$ cat src/hw/rtl/kctt_pkg.sv
`timescale 1ns / 1ps

package kctt_pkg;

  // Table size and timer width.
  localparam int KEY_COUNT = 256;
  localparam int TIME_BITS = 16;
  localparam int KEY_BITS  = $clog2(KEY_COUNT);

  // Fixed field widths of the item and result beats.
  localparam int KIND_W  = 2;
  localparam int KEY_W   = 8;
  localparam int FTIME_W = 16;
  localparam int COUNT_W = 9;

  typedef logic [TIME_BITS-1:0] time_t;
  typedef logic [KEY_BITS-1:0]  idx_t;
  typedef logic [COUNT_W-1:0]   count_t;

  // Item kinds.
  localparam logic [KIND_W-1:0] KIND_ADD    = 2'd0;
  localparam logic [KIND_W-1:0] KIND_REMOVE = 2'd1;
  localparam logic [KIND_W-1:0] KIND_TICK   = 2'd2;

  // Result status codes.
  localparam logic STATUS_DONE    = 1'b0;
  localparam logic STATUS_REFUSED = 1'b1;

  typedef enum logic [2:0] {
    ST_IDLE,
    ST_EXEC,
    ST_SWEEP,
    ST_DRAIN,
    ST_POST
  } kctt_state_e;

  // Commands from the controller to the datapath.
  typedef struct packed {
    logic capture;
    logic apply;
    logic sweep_init;
    logic sweep_read;
    logic out_load;
  } kctt_cmd_t;

  // Status from the datapath to the controller.
  typedef struct packed {
    logic is_tick;
    logic sweep_last;
    logic out_free;
  } kctt_stat_t;

endpackage

$ cat src/hw/rtl/kctt_ctrl.sv
`timescale 1ns / 1ps

module kctt_ctrl import kctt_pkg::*; (
  input  logic       clk_i,
  input  logic       rst_ni,
  input  logic       in_valid_i,
  output logic       in_ready_o,
  input  kctt_stat_t stat_i,
  output kctt_cmd_t  cmd_o
);

  kctt_state_e state_q, state_d;

  // State register.
  always_ff @(posedge clk_i or negedge rst_ni) begin
    if (!rst_ni) begin
      state_q <= ST_IDLE;
    end else begin
      state_q <= state_d;
    end
  end

  // Next state.
  always_comb begin
    state_d = state_q;
    unique case (state_q)
      ST_IDLE: begin
        if (in_valid_i) state_d = ST_EXEC;
      end
      ST_EXEC: begin
        state_d = stat_i.is_tick ? ST_SWEEP : ST_POST;
      end
      ST_SWEEP: begin
        if (stat_i.sweep_last) state_d = ST_DRAIN;
      end
      ST_DRAIN: begin
        state_d = ST_POST;
      end
      ST_POST: begin
        if (stat_i.out_free) state_d = ST_IDLE;
      end
      default: begin
        state_d = ST_IDLE;
      end
    endcase
  end

  // Outputs.
  always_comb begin
    cmd_o      = '0;
    in_ready_o = 1'b0;
    unique case (state_q)
      ST_IDLE: begin
        in_ready_o    = 1'b1;
        cmd_o.capture = in_valid_i;
      end
      ST_EXEC: begin
        cmd_o.sweep_init = stat_i.is_tick;
        cmd_o.apply      = !stat_i.is_tick;
      end
      ST_SWEEP: begin
        cmd_o.sweep_read = 1'b1;
      end
      ST_DRAIN: begin
        cmd_o = '0;
      end
      ST_POST: begin
        cmd_o.out_load = stat_i.out_free;
      end
      default: begin
        cmd_o = '0;
      end
    endcase
  end

endmodule

$ cat config.mk
export PLATFORM = sky130hd
export DESIGN_NAME = kctt_ctrl
export DESIGN_NICKNAME = d
export VERILOG_FILES = /design/src/hw/rtl/kctt_pkg.sv /design/src/hw/rtl/kctt_ctrl.sv
export SDC_FILE = /design/constraint.sdc
export NUM_CORES = 1
export LEC_CHECK = 0
export ABC_AREA = 1
export BUFFER_PORTS_ARGS = -buffer_cell sky130_fd_sc_hd__buf_4
export CORE_AREA = 2 2 39 41
export CTS_CLUSTER_SIZE = 24
export DETAILED_ROUTE_END_ITERATION = 8
export DIE_AREA = 0 0 41 43
export HOLD_SLACK_MARGIN = 0.05
export PLACE_DENSITY = 0.43
export SLEW_MARGIN = 40
export SYNTH_ARGS = -nofsm -noshare
export SYNTH_HDL_FRONTEND = slang
export SYNTH_SLANG_ARGS = --single-unit
$ cat constraint.sdc
create_clock -name clk_i -period 0.9 [get_ports clk_i]
set_clock_uncertainty 0.05 [all_clocks]
set_input_delay 0.18 -clock clk_i [delete_from_list [all_inputs] [get_ports clk_i]]
set_output_delay 0.18 -clock clk_i [all_outputs]
set_load 0.02 [all_outputs]
==> results.json <==
{
  "outcome": "complete, but fails checks",
  "violations": "setup timing",
  "grt_max_degree": 7,
  "grt_remaining_overflow": 0,
  "power.total_w": 0.00226,
  "largest_reg_flops": 3,
  "die-area_sq_um": 1760,
  "yosys.cell_types.count": 10,
  "fmax_ghz": 0.738,
  "synthMuxAreaShare_pct": 0,
  "drive_gt1_share_pct": 86.4,
  "yosys-top-cells-area": "dfrtp_1 41%, nor2_1 12%, nand3_1 11%",
  "htreeDepth": 1,
  "vias": 289,
  "grt_pass1_wl_microns": 1050,
  "fp-row-count": 14,
  "avgSynthCellArea_sq_um": 6.81,
  "cp.required_ns": 0.67,
  "synth_edf_count": 0,
  "fillCellCount": 151,
  "path_class": "reg2out",
  "power_frac_comb_pct": 73.2,
  "reg.largest.list": "state_q (3)",
  "drv_cap": 0,
  "synth_area_sq_um": 184,
  "synth_ff_type": "dfrtp_1",
  "worstMarginPinSlew_ns": 0.218,
  "post_drt_wl_per_cell_microns": 9.44,
  "io_buffers": 11,
  "synth-seq-cells": 3,
  "yosysMostFrequentCell": "nor2_1",
  "regMostFlops": "state_q",
  "power.switching_w": 0.000978,
  "vdd_drop_max_uv": 1660,
  "n_antenna_cell": 0,
  "path_max_fanout": 6,
  "final_area_sq_um": 588,
  "multiInputGateArea_sq_um": 193,
  "io_pins": 12,
  "grt_pass1_vias": 261,
  "numClockSinks": 3,
  "synth_common_cells": "6 x nor2_1, 5 x inv_1, 4 x nand3_1, 3 x dfrtp_1, 3 x nand2_1",
  "cts_tree": "done",
  "cts_made_buffers": 3,
  "cts_root_buf": "clkbuf_4",
  "synthArstFlopShare_pct": 100,
  "die_w_microns": 41,
  "clkPwrFrac_pct": 10.5,
  "synth_compound_area_share_pct": 3.40,
  "synth_top_cell_by_area": "dfrtp_1",
  "synth_adder_area_share_pct": 0,
  "gr-usage-all-layers_pct": 8.98,
  "yosys.area.top_type_share_pct": 40.8,
  "first_iter_violations": 1,
  "top_layer": "met3",
  "place_congestion": 0.631,
  "finalCritPeriodShare_pct": 151,
  "ys_seq_area_share_pct": 40.8,
  "cts_buffer_depth": 2,
  "insertion_delay_ns": 0.24,
  "synthesis.nets": 33,
  "power.share.sequential_pct": 16.3,
  "regArea_sq_um": 77.6,
  "setup_viol": 9,
  "synthCells": 27,
  "pre_cts_ws_ns": -0.304,
  "hold_violations": 0,
  "slew_headroom_pct": 85.4,
  "synth_top_family_by_area": "simple AND/OR/NAND/NOR gates",
  "nets": 66,
  "initial_core_util_pct": 13.3,
  "clkSlewWorstSetupHoldPaths_ns": 0.04,
  "routed_via_density": 3.85,
  "coreArea_sq_um": 1380,
  "arrival_ns": 1.13,
  "worstSetupEndpointType": "primary output",
  "antenna_found_initial": 0,
  "pwr_density_cell_nw_per_um2": 3850,
  "dr.pass1.iters": 2,
  "slew_viol_final": 0,
  "wl_met2_microns": 368,
  "p_leak_nw": 0.284,
  "routed_wirelength_microns": 708,
  "drc": 0,
  "fin_crit_ns": 1.36,
  "met1Wirelength_microns": 288,
  "p_int_w": 0.00128,
  "hold_slack_ns": 0.215,
  "synth_xor_area_share_pct": 0,
  "crit_path_start_kind": "flop",
  "antenna_left": 0,
  "die_h_microns": 43,
  "place_area_sq_um": 407,
  "synthSimpleGateAreaFrac_pct": 43.5,
  "yosys_warnings": 0,
  "p_sw_share_pct": 43.2,
  "area_growth_syn_to_layout_pct": 220,
  "rsz0062_at_grt": "true",
  "route.met3.wl_microns": 51,
  "hold_class": "in2async",
  "post-route-worst-setup-slack_ns": -0.455
}
## cells by family after synthesis
kind of cell,Yosys count
AO/OA/AOI/OAI,1
AND/OR/NAND/NOR,17
flip-flops,3
buffers and inverters,6
## final cells by class
type                    count  area share, %
clock buffers               4           4.47
inverters                   6           4.26
multi-input cells          18           32.8
flip-flops and latches      3           13.2
well taps                  16           3.40
repair buffers             28           41.9
## power by group through the flow
stage | Combinational (W) | Sequential [W] | Clock (W)
finish | 0.00166 | 0.000368 | 0.000238
global route | 0.00178 | 0.000372 | 0.000266
CTS | 0.00141 | 0.000368 | 0.000250
detailed placement | 0.00105 | 0.000364 | 0
global placement | 0.00105 | 0.000364 | 0
floorplan | 0.000576 | 0.000346 | 0
## layer usage
| metal | vias to the layer above | global-route usage (%) |
|---|---|---|
| met5 | - | 0 |
| met4 | 0 | 2.00 |
| met3 | 0 | 6.28 |
| met2 | 9 | 13.1 |
| met1 | 130 | 10.5 |
| li1 | 150 | - |
## final timing paths
kind | from | to | slack [ns] | cells after the start
setup / recovery | state_q[1]$_DFFE_PN0P_ | cmd_o[2] | -0.46 | 4
hold / removal | rst_ni | state_q[1]$_DFFE_PN0P_ | 0.22 | 2
setup reg to reg | state_q[1]$_DFFE_PN0P_ | state_q[0]$_DFFE_PN0P_ | -0.34 | 6
hold reg to reg | state_q[2]$_DFFE_PN0P_ | state_q[1]$_DFFE_PN0P_ | 0.68 | 3
max in group asynchronous | rst_ni | state_q[0]$_DFFE_PN0P_ | 0.47 | 2
min in group clk_i | stat_i[1] | state_q[0]$_DFFE_PN0P_ | 0.28 | 5
## critical path: stages, from the launching register on
cell	delay [ns]
dfrtp_2	0.48
inv_2	0.14
nand2_4	0.08
nor2_4	0.08
buf_6	0.11
## cells in the final DEF (no fill, tap or decap)
cell type	synthesis	final
nand2_1	3	1
inv_2	1	2
nand3_2	1	5
nor3_4	0	2
inv_4	0	1
nor2_2	0	2
nor4_4	0	1
nor2_4	0	3
inv_1	5	3
nand2_4	0	2
clkbuf_1	0	1
clkbuf_4	0	3
dfrtp_1	3	1
dfrtp_2	0	2
dlygate4sd3_1	0	1
o22ai_2	0	1
buf_4	0	18
buf_6	0	9
nor2_1	6	1
## per-stage QoR
| step | TNS, ns | util [%] | instances |
|---|---|---|---|
| 3_5_place_dp | -1.96 | 29.4 | 62 |
| 2_1_floorplan | -1.24 | - | 27 |
| 5_1_grt | -3.83 | 42.5 | 75 |
| 3_3_place_gp | -1.98 | 29.4 | 62 |
| 6_report | -3.42 | 42.5 | 75 |
| 4_1_cts | -3.46 | 38.6 | 72 |
## what timing repair did
item                                   CTS  global route
setup endpoints to repair                9             9
buffers inserted                         5             5
pin swaps                                7             4
hold buffers                             1             0
resized for setup                       14             7
endpoints found under the hold margin    3             0
(Power assumes the default switching activity.)
